## config.mk

```make
export PLATFORM = sky130hd
export DESIGN_NAME = msc_slot
export DESIGN_NICKNAME = d
export VERILOG_FILES = /design/src/hdl/mips_subset_core_step_defines.svh /design/src/hdl/msc_pkg.sv /design/src/hdl/msc_slot.sv
export SDC_FILE = /design/constraint.sdc
export NUM_CORES = 1
export LEC_CHECK = 0
export BUFFER_PORTS_ARGS = -buffer_cell sky130_fd_sc_hd__buf_2
export CORE_AREA = 2 2 39 41
export DETAILED_ROUTE_END_ITERATION = 7
export DIE_AREA = 0 0 41 43
export PLACE_DENSITY = 0.79
export SKIP_LAST_GASP = 1
export SYNTH_ARGS = -nofsm -noshare
export SYNTH_HDL_FRONTEND = slang
export SYNTH_SLANG_ARGS = --single-unit
export TNS_END_PERCENT = 10
```

## constraint.sdc

```tcl
create_clock -name clk -period 1 [get_ports clk]
set_input_delay 0.15 -clock clk [delete_from_list [all_inputs] [get_ports clk]]
set_output_delay 0.15 -clock clk [all_outputs]
set_load 0.05 [all_outputs]
```

## src/hdl/mips_subset_core_step_defines.svh

```systemverilog
// ----------------------------------------------------------------------------
// mips_subset_core_step assertion macros
// Concurrent check wrappers; empty under synthesis.
// ----------------------------------------------------------------------------
`ifndef MIPS_SUBSET_CORE_STEP_DEFINES_SVH
`define MIPS_SUBSET_CORE_STEP_DEFINES_SVH

`ifndef SYNTHESIS

// same-cycle implication, sampled on clk, off while rst_n is low
`define MSC_ASSERT_IMPL(name, pre, post) \
  name: assert property (@(posedge clk) disable iff (!rst_n) (pre) |-> (post)) \
    else $error("mips_subset_core_step: check failed");

// next-cycle implication
`define MSC_ASSERT_NEXT(name, pre, post) \
  name: assert property (@(posedge clk) disable iff (!rst_n) (pre) |=> (post)) \
    else $error("mips_subset_core_step: check failed");

`else

`define MSC_ASSERT_IMPL(name, pre, post)
`define MSC_ASSERT_NEXT(name, pre, post)

`endif

`endif

```

## src/hdl/msc_pkg.sv

```systemverilog
// ----------------------------------------------------------------------------
// msc_pkg
// Shared types and instruction codes for the subset core.
// ----------------------------------------------------------------------------
`timescale 1ns / 1ps
`default_nettype none

package msc_pkg;

  localparam int unsigned XLEN          = 32;
  localparam int unsigned REGS          = 32;
  localparam int unsigned RIDX_W        = 5;
  localparam int unsigned SLOT_IN_W     = 30;
  localparam int unsigned MEM_WORDS_DEF = 1024;

  // item kinds
  localparam logic [1:0] KIND_LOAD = 2'd0;
  localparam logic [1:0] KIND_EXEC = 2'd1;
  localparam logic [1:0] KIND_WREG = 2'd2;
  localparam logic [1:0] KIND_RREG = 2'd3;

  // opcodes
  localparam logic [5:0] OP_RTYPE = 6'h00;
  localparam logic [5:0] OP_J     = 6'h02;
  localparam logic [5:0] OP_JAL   = 6'h03;
  localparam logic [5:0] OP_BEQ   = 6'h04;
  localparam logic [5:0] OP_ADDI  = 6'h08;
  localparam logic [5:0] OP_ANDI  = 6'h0C;
  localparam logic [5:0] OP_ORI   = 6'h0D;
  localparam logic [5:0] OP_LW    = 6'h23;
  localparam logic [5:0] OP_SW    = 6'h2B;

  // R-type function codes
  localparam logic [5:0] FN_ADD = 6'h20;
  localparam logic [5:0] FN_SUB = 6'h22;
  localparam logic [5:0] FN_AND = 6'h24;
  localparam logic [5:0] FN_OR  = 6'h25;
  localparam logic [5:0] FN_SLT = 6'h2A;

  localparam logic [XLEN-1:0] PC_HI_MASK = 32'hF000_0000;
  localparam logic [RIDX_W-1:0] RA_IDX   = 5'd31;

  typedef struct packed {
    logic              en;
    logic [RIDX_W-1:0] addr;
    logic [XLEN-1:0]   data;
  } rf_wr_t;

endpackage

`default_nettype wire

```

## src/hdl/msc_slot.sv

```systemverilog
// ----------------------------------------------------------------------------
// msc_slot
// Two-stage word index reduction: x mod MEM_WORDS by reciprocal multiply.
// ----------------------------------------------------------------------------
`timescale 1ns / 1ps
`default_nettype none

module msc_slot import msc_pkg::*; #(
  parameter int unsigned MEM_WORDS = MEM_WORDS_DEF
) (
  input  logic                         clk,
  input  logic [SLOT_IN_W-1:0]         x,
  output logic [$clog2(MEM_WORDS)-1:0] slot
);

  localparam int unsigned AW     = $clog2(MEM_WORDS);
  localparam int unsigned SH     = SLOT_IN_W + AW;
  localparam int unsigned PW     = SLOT_IN_W + 32;
  localparam logic [63:0] RECIP_W =
    ((64'd1 << SH) + 64'(MEM_WORDS) - 64'd1) / 64'(MEM_WORDS);
  localparam logic [31:0] RECIP  = RECIP_W[31:0];
  localparam logic [SLOT_IN_W-1:0] MW = SLOT_IN_W'(MEM_WORDS);

  logic [PW-1:0]        prod_r;
  logic [SLOT_IN_W-1:0] x1_r;
  logic [SLOT_IN_W-1:0] x2_r;
  logic [SLOT_IN_W-1:0] qm_r;
  logic [SLOT_IN_W-1:0] quot;
  logic [SLOT_IN_W-1:0] rem;

  // exact floor(x / MEM_WORDS) for every 30-bit x
  assign quot = SLOT_IN_W'(prod_r >> SH);

  always_ff @(posedge clk) begin
    prod_r <= PW'(x) * PW'(RECIP);
    x1_r   <= x;
    qm_r   <= SLOT_IN_W'(quot * MW);
    x2_r   <= x1_r;
  end

  assign rem  = x2_r - qm_r;
  assign slot = rem[AW-1:0];

endmodule

`default_nettype wire

```

==> summary.txt <==
Floorplanning
  • Core Area: roughly 0.0014 mm^2
  • Overall die height: 43 um
  • Die ar.: 0.00176 mm^2
  • I/O pin count: 41
  • Rows: 14
  • Initial Utilization: 28.9%
  • Die Width: 41 um

Run
  • Max Cap Viol: 0

Routing
  • Via count: about 250
  • Initial DRC Count: 0
  • Drt drc: 0
  • Antenna-violating nets left: 0
  • Initial DRT Pass Iterations: 1
  • WL/cell: 9.23 um
  • Post-Route WL: 646 um
  • Vias per cell: 3.54

Yosys
  • Synth Area per Inst: roughly 20 um^2
  • Mapped Area: 400 um^2
  • Number of synthesis warnings: 0
  • Cells after Synth: 20
  • Sequential area share after synthesis: 100%
  • Syn Nets: 51
  • Post-synthesis register bit count: 20
  • Count of cell types in the netlist: 1

Layout
  • ANT cells: 0
  • Multi-input logic cell count: 0
  • Fin util: approximately 49%
  • Reg area: 400 um^2
  • Area occupied by multi-input gates: 0 um^2
  • Layout area overhead: 70.3%
  • Final net count: 86
  • Fill count: 111
  • Layout cells sized above 1: 44.4%

STA
  • Skew final: 0.00273 ns
  • Setup_tns: 0 ns
  • Final Max Slew Viols: 0
  • Fin. Hold Viols: 0
  • Fin worst setup slack: approximately 0.018 ns
  • Crit share post-route: 98.2%
  • Final setup vio count: 0
  • Tmin final: 0.982 ns
  • Slew @ Worst Pin: between 0.15 and 0.2 ns
  • Max frequency: 1020 MHz
  • RSZ-0062 raised after global routing: yes
  • Slew Limit Headroom: around nine tenths

Pwr
  • Psw: 0.313 mW
  • Logic pwr share: 10.8%
  • Internal: 1.12 mW
  • Worst vdd ir: roughly 0.0011 V
  • Pwr per Cell Area: between 2000 and 2500 mW/mm^2
  • Sequential Power Share: 59.1%
  • Switching Share: 21.8%
  • Leakage: between 0.3 and 0.4 nW
  • Clk pwr share: 30.1%

Clocking
  • Root buf cell: clkbuf_4
  • H-tree Lvls: 1
  • CTS Buffer Depth: 2
  • Worst-path clk slew: 0.10 ns
  • CTS Buf Count: 3
  • CTS tree: done
  • Clock Sinks: 20
  • Worst-skew pair later-pin latency: 0.28 ns
  • Post-CTS Setup Repair Bufs: 0

Critical path
  • Critical Path RT: 0.85 ns
  • Highest-delay cell along the critical path: dfxtp_1
  • Critical Path Fanout Max: 1
  • CP bufs+invs: 1
  • Critical path launch point type: register
  • CP max stage delay: 0.33 ns
  • Critical path arrival: 0.83 ns
  • CP top delay family: flip-flops
  • Cell Chain, Critical Path: clkbuf_4
  • Critical path capture point type: primary output
  • Crit path kind: register to primary output

Run status
  • Status: completed

GRT
  • Largest net degree at the start of global routing: 12
  • Congestion Overflow GR: 0
  • GRT Total Usage: 8.27%
  • First-pass GRT wire length: approximately 900 um
  • Initial antenna violation count: 0
  • Vias in the first global route: 247

Placement
  • Dpl ws: between 0.3 and 0.4 ns
  • Final RePlAce weighted congestion: 0.641
  • Port-buffer cells: 20

Hold path
  • Hold Crit Class: register to register
-- power by group through the flow --
| stage | Clock (mW) | Combinational [mW] | Sequential (mW) |
|---|---|---|---|
| after floorplan | 0 | 0 | 0.942 |
| after global placement | 0 | 0.115 | 0.865 |
| after detailed placement | 0 | 0.116 | 0.867 |
| after CTS | 0.443 | 0.146 | 0.848 |
| after global routing | 0.480 | 0.164 | 0.853 |
| final | 0.432 | 0.156 | 0.849 |
-- Yosys cell counts --
master    n  area (um^2)
dfxtp_1  20          400
-- through the flow --
stage               power [mW]  instances  instance area (um^2)  hold WS, ns
CTS                       1.44         70                   659        0.333
global route              1.50         70                   682        0.342
global placement         0.980         56                   520        0.253
finish                    1.44         70                   682        0.332
floorplan                0.942         20                   400        0.178
detailed placement       0.982         56                   520        0.254
-- final timing paths --
path	startpoint	endpoint	slack [ns]	cells past startpoint
setup / recovery	x2_r[4]$_DFF_P_	slot[4]	0.02	1
hold / removal	x1_r[5]$_DFF_P_	x2_r[5]$_DFF_P_	0.33	0
setup reg to reg	x1_r[1]$_DFF_P_	x2_r[1]$_DFF_P_	0.59	0
hold reg to reg	x1_r[5]$_DFF_P_	x2_r[5]$_DFF_P_	0.33	0
-- logic make-up after synthesis --
family and synth area share (%):
flops 100
-- flip-flops by register name (all words and copies together), names as in the netlist --
name / flops
x1_r: 10
x2_r: 10
-- area by class of cell --
class,count,area share (%)
timing repair buffer,30,33.0
tap,16,2.94
sequential,20,58.7
clock buffer,4,5.32
-- layout by cell type, fill, tap and decap left out --
master | Yosys | layout
dlygate4sd3_1 | 0 | 10
clkbuf_8 | 0 | 1
dfxtp_1 | 20 | 20
clkbuf_4 | 0 | 11
buf_4 | 0 | 2
buf_2 | 0 | 10
-- per-layer routing --
layer / up-vias / GRT usage, % / part of all wire, %
li1: 127 / - / -
met1: 103 / 7.46 / 43
met2: 18 / 12.8 / 48
met3: 0 / 6.28 / 9.1
met4: 0 / 4.00 / 0
met5: - / 0 / 0
-- repair_timing --
| item | in CTS | in global routing |
|---|---|---|
| endpoints found under the hold margin | 10 | 0 |
| gates cloned | 0 | 0 |
| endpoints found under the setup margin | 10 | 10 |
| gates resized for setup | 1 | 10 |
| hold buffers | 10 | 0 |
Note: power is estimated with default switching activity, not from simulation.
