$ cat src/hdl/mips_subset_core_step_defines.svh
// ----------------------------------------------------------------------------
// mips_subset_core_step assertion macros
// Concurrent check wrappers; empty under synthesis.
// ----------------------------------------------------------------------------
`ifndef MIPS_SUBSET_CORE_STEP_DEFINES_SVH
`define MIPS_SUBSET_CORE_STEP_DEFINES_SVH

`ifndef SYNTHESIS

// same-cycle implication, sampled on clk, off while rst_n is low
`define MSC_ASSERT_IMPL(name, pre, post) \
  name: assert property (@(posedge clk) disable iff (!rst_n) (pre) |-> (post)) \
    else $error("mips_subset_core_step: check failed");

// next-cycle implication
`define MSC_ASSERT_NEXT(name, pre, post) \
  name: assert property (@(posedge clk) disable iff (!rst_n) (pre) |=> (post)) \
    else $error("mips_subset_core_step: check failed");

`else

`define MSC_ASSERT_IMPL(name, pre, post)
`define MSC_ASSERT_NEXT(name, pre, post)

`endif

`endif

$ cat src/hdl/msc_pkg.sv
// ----------------------------------------------------------------------------
// msc_pkg
// Shared types and instruction codes for the subset core.
// ----------------------------------------------------------------------------
`timescale 1ns / 1ps
`default_nettype none

package msc_pkg;

  localparam int unsigned XLEN          = 32;
  localparam int unsigned REGS          = 32;
  localparam int unsigned RIDX_W        = 5;
  localparam int unsigned SLOT_IN_W     = 30;
  localparam int unsigned MEM_WORDS_DEF = 1024;

  // item kinds
  localparam logic [1:0] KIND_LOAD = 2'd0;
  localparam logic [1:0] KIND_EXEC = 2'd1;
  localparam logic [1:0] KIND_WREG = 2'd2;
  localparam logic [1:0] KIND_RREG = 2'd3;

  // opcodes
  localparam logic [5:0] OP_RTYPE = 6'h00;
  localparam logic [5:0] OP_J     = 6'h02;
  localparam logic [5:0] OP_JAL   = 6'h03;
  localparam logic [5:0] OP_BEQ   = 6'h04;
  localparam logic [5:0] OP_ADDI  = 6'h08;
  localparam logic [5:0] OP_ANDI  = 6'h0C;
  localparam logic [5:0] OP_ORI   = 6'h0D;
  localparam logic [5:0] OP_LW    = 6'h23;
  localparam logic [5:0] OP_SW    = 6'h2B;

  // R-type function codes
  localparam logic [5:0] FN_ADD = 6'h20;
  localparam logic [5:0] FN_SUB = 6'h22;
  localparam logic [5:0] FN_AND = 6'h24;
  localparam logic [5:0] FN_OR  = 6'h25;
  localparam logic [5:0] FN_SLT = 6'h2A;

  localparam logic [XLEN-1:0] PC_HI_MASK = 32'hF000_0000;
  localparam logic [RIDX_W-1:0] RA_IDX   = 5'd31;

  typedef struct packed {
    logic              en;
    logic [RIDX_W-1:0] addr;
    logic [XLEN-1:0]   data;
  } rf_wr_t;

endpackage

`default_nettype wire

$ cat src/hdl/msc_regfile.sv
// ----------------------------------------------------------------------------
// msc_regfile
// 32 x 32 register file, two registered read ports, one write port.
// ----------------------------------------------------------------------------
`timescale 1ns / 1ps
`default_nettype none

module msc_regfile import msc_pkg::*; (
  input  logic              clk,
  input  logic              rst_n,
  input  rf_wr_t            wr,
  input  logic [RIDX_W-1:0] rd_addr_a,
  input  logic [RIDX_W-1:0] rd_addr_b,
  output logic [XLEN-1:0]   rd_data_a,
  output logic [XLEN-1:0]   rd_data_b
);

  logic [XLEN-1:0] mem [REGS];
  logic [REGS-1:0] vld_r;
  logic [XLEN-1:0] data_a_r;
  logic [XLEN-1:0] data_b_r;
  logic            vld_a_r;
  logic            vld_b_r;
  logic            wr_ok;

  // register 0 is never written, so its valid bit stays low and it reads zero
  assign wr_ok = wr.en && (wr.addr != '0);

  always_ff @(posedge clk) begin
    if (wr_ok) begin
      mem[wr.addr] <= wr.data;
    end
    data_a_r <= mem[rd_addr_a];
    data_b_r <= mem[rd_addr_b];
  end

  always_ff @(posedge clk) begin
    if (!rst_n) begin
      vld_r   <= '0;
      vld_a_r <= 1'b0;
      vld_b_r <= 1'b0;
    end else begin
      if (wr_ok) begin
        vld_r[wr.addr] <= 1'b1;
      end
      vld_a_r <= vld_r[rd_addr_a];
      vld_b_r <= vld_r[rd_addr_b];
    end
  end

  assign rd_data_a = vld_a_r ? data_a_r : '0;
  assign rd_data_b = vld_b_r ? data_b_r : '0;

endmodule

`default_nettype wire

$ cat config.mk
export PLATFORM = sky130hd
export DESIGN_NAME = msc_regfile
export DESIGN_NICKNAME = d
export VERILOG_FILES = /design/src/hdl/mips_subset_core_step_defines.svh /design/src/hdl/msc_pkg.sv /design/src/hdl/msc_regfile.sv
export SDC_FILE = /design/constraint.sdc
export NUM_CORES = 1
export LEC_CHECK = 0
export BUFFER_PORTS_ARGS = -buffer_cell sky130_fd_sc_hd__buf_2
export CAP_MARGIN = 20
export CORE_UTILIZATION = 56
export DETAILED_ROUTE_END_ITERATION = 8
export PLACE_DENSITY = 0.73
export SETUP_SLACK_MARGIN = 0.2
export SLEW_MARGIN = 20
export SYNTH_ARGS = -nofsm -noshare
export SYNTH_HDL_FRONTEND = slang
export SYNTH_SLANG_ARGS = --single-unit
export TNS_END_PERCENT = 1
$ cat constraint.sdc
create_clock -name clk -period 4.9 [get_ports clk]
set_input_delay 0.98 -clock clk [delete_from_list [all_inputs] [get_ports clk]]
set_output_delay 0.98 -clock clk [all_outputs]
set_load 0.02 [all_outputs]
==> results.yml <==
worst_setup_path:
  cp_cell_sequence: "buf_4 -> and2_1 -> buf_2"
  arrival_ns: 2.30
  cp_top_family: "flip-flops"
  cp_slowest_stage_delay_ns: 0.86
  cp.required_ns: 3.92
  r2r_slack_ns: 3.04
  cp.buffers_inverters: 2
  cp_num_cells: 3
  critPathLaunchType: "register"
  reg2reg_depth: 3
  critPathMaxFanout: 20
  crit_slowest_cell: "dfxtp_2"
  worstSetupEndpointType: "primary output"
  crit_type: "register to primary output"
die:
  die_area_um2: 90600
  core_area_um2: 88500
  fp-row-count: 109
  io_pins: 114
  die_x_um: 301
  fp.dieH_um: 301
  start_util_pct: 56.5
final_layout:
  n_fill_cell: 5727
  fin_nets: 2441
  area_growth_pct: 13.0
  final_util_pct: 63.9
  layout-drive-gt1-share_pct: 45.7
synthesis:
  yosys_register_bits: 1122
  yosysTopAreaCell: "edfxtp_1"
  synthMuxAreaShare_pct: 31.1
  synth_top_family_by_area: "multiplexers"
  synth.most_common_cell: "edfxtp_1"
  synthFlopType: "edfxtp_1"
  synth_cell_types: 30
  synth_top_cell_area_share_pct: 61.5
  ys_top_cells_by_count: "edfxtp_1 (1024), mux4_2 (652), dfxtp_1 (98), clkbuf_1 (83), nor2_1 (79)"
  synthTopCellsByArea: "edfxtp_1 (61%), mux4_2 (29%), dfxtp_1 (3.9%), mux2_2 (1.5%), and2_1 (0.81%)"
  synth_fa_ha_area_share_pct: 0
  synth_edf_count: 1024
  yosysSeqAreaShare_pct: 65.4
  synth_compound_area_share_pct: 0.268
  synth.avg_cell_area_um2: 22.7
  yosysWarnings: 0
  async_flop_share_pct: 0
  synth_cells: 2207
  syn-cell-area_um2: 50000
  synth_simple_gate_area_share_pct: 1.72
  synthXorXnorAreaFrac_pct: 0
pwr:
  total_leakage_power_nw: 18.0
  power.density_nw_per_um2: 375
  vdd_drop_max_mv: 0.385
clock_network:
  clock_path_buffers: 3
  cts_resized: 0
  cts_buffers: 113
  cts_sinks: 1122
  hold_buffers: 0
  cts_tree: "done"
  cts_setup_buffers: 0
  cts_root_buffer: "clkbuf_16"
  path_clk_slew_ns: 0.06
  clock_latency_ns: 0.70
  htree_levels: 3
route:
  vias: 25796
  drt-pass1-iter-count: 8
  routed_wl_mm: 130
  via_per_inst: 7.05
  wire_per_inst_um: 35.6
  drc: 24
  initialDrtViolationCount: 3772
  detail-route-antenna-nets: 0
timing:
  setup_viol: 0
  max_slew_margin_pct: 19.6
  period_minus_slack_ns: 3.28
  final_max_slew_viol_count: 0
  clock.fmax_mhz: 305
  rsz0062_at_grt: "false"
  finalClockSkew_ns: 0.0241
  fin_crit_sh_pct: 66.9
  finalHoldViolCount: 0
  tns_ns: 0
  tightest_slew_ns: 1.21
global_route:
  grt_max_degree: 78
  antenna_found_initial: 4
  grt_pass1_vias: 26965
  groute.usage.overall_pct: 29.8
  grt_overflow: 0
  grt_pass1_wl_mm: 190
job:
  drv_cap: 0
run_status:
  status: "complete, but fails checks"
  violations: "design-rule violations"
placement:
  io_buffers: 113
  place.gp.congestion: 0.790
  dpl.hpwl_mm: 69.4
hold_path:
  min_path_type: "register to register"
  hold_depth: 2
## worst paths after layout
kind	startpoint	endpoint
setup / recovery	vld_b_r$_SDFF_PN0_	rd_data_b[18]
hold / removal	vld_r[14]$_SDFFE_PN0P_	vld_r[14]$_SDFFE_PN0P_
setup reg to reg	mem[29][21]$_DFFE_PP_	data_b_r[21]$_DFF_P_
hold reg to reg	vld_r[14]$_SDFFE_PN0P_	vld_r[14]$_SDFFE_PN0P_
## where the power goes
part,internal (mW),total [mW],switching [mW]
sequential,10.6,10.7,0.0984
clock,5.09,8.85,3.76
combinational,0.793,1.62,0.824
total,16.5,21.2,4.68
## worst min-delay path: cells and delay by family (launching register included)
kind	cells	cell delay, ns
and+or+nand+nor	2	0.12
DFF	1	0.34
## registers in the layout, indices dropped and copies added (netlist names)
register / flops
data_a_r: 32
data_b_r: 32
mem: 1024
vld_a_r: 1
vld_b_r: 1
vld_r: 32
## kinds of logic after synthesis
kind of cell           count (synthesis)
AOI/OAI and AO/OA                     17
and+or+nand+nor                      169
muxes                                729
DFF                                 1122
other                                  1
buffers and inverters                169
## per-layer routing
layer | track usage (%) | share of wire [%] | up-vias | routed length [µm]
met5 | 0 | 0.018 | - | 24
met4 | 8.07 | 2.6 | 4 | 3410
met3 | 6.31 | 11 | 236 | 14500
met2 | 46.2 | 48 | 1569 | 63000
met1 | 43.6 | 38 | 13925 | 49200
li1 | - | - | 10062 | -
## placed cells by master (no fill, tap or decap), types with 3 or more instances in the layout
cell type and n:
edfxtp_1 1024, mux4_2 652, clkbuf_16 114, buf_2 105, dfxtp_1 96, buf_4 68, mux2_2 67, and2_1 65
nor2_1 48, conb_1 32, nor2_4 31, clkinv_2 27, buf_12 25, clkbuf_1 21, clkinv_1 15, bufinv_16 13
o21a_1 11, mux2i_1 10, nand3b_1 7, clkbuf_8 7, clkinvlp_4 7, nand2_1 5, buf_8 4, diode_2 3
nand3_1 3, nor3b_1 3, clkinv_8 3
## cell type report
| type | count | area, µm² | area share (%) |
|---|---|---|---|
| diodes | 3 | 7.51 | 0.0133 |
| clock buffers | 142 | 3030 | 5.36 |
| clock inverters | 72 | 798 | 1.41 |
| inverters | 3 | 11.3 | 0.0199 |
| multi-input cells | 947 | 16900 | 29.9 |
| flip-flops and latches | 1122 | 32700 | 57.9 |
| well taps | 1165 | 1460 | 2.58 |
| repair buffers | 204 | 1620 | 2.86 |
## stage by stage
stage | hold WS (ns) | cell area [µm²] | total power [mW] | setup slack [ns] | cells
after floorplan | 0.447 | 50200 | 12.0 | 1.58 | 2238
after global placement | 0.462 | 52700 | 12.5 | 1.36 | 3441
after detailed placement | 0.481 | 52700 | 12.6 | 1.34 | 3441
after CTS | 0.497 | 56500 | 21.3 | 1.56 | 3655
after global routing | 0.512 | 56500 | 21.8 | 1.55 | 3655
final | 0.496 | 56500 | 21.2 | 1.62 | 3658
No activity file was read; power rests on OpenSTA's default activity.
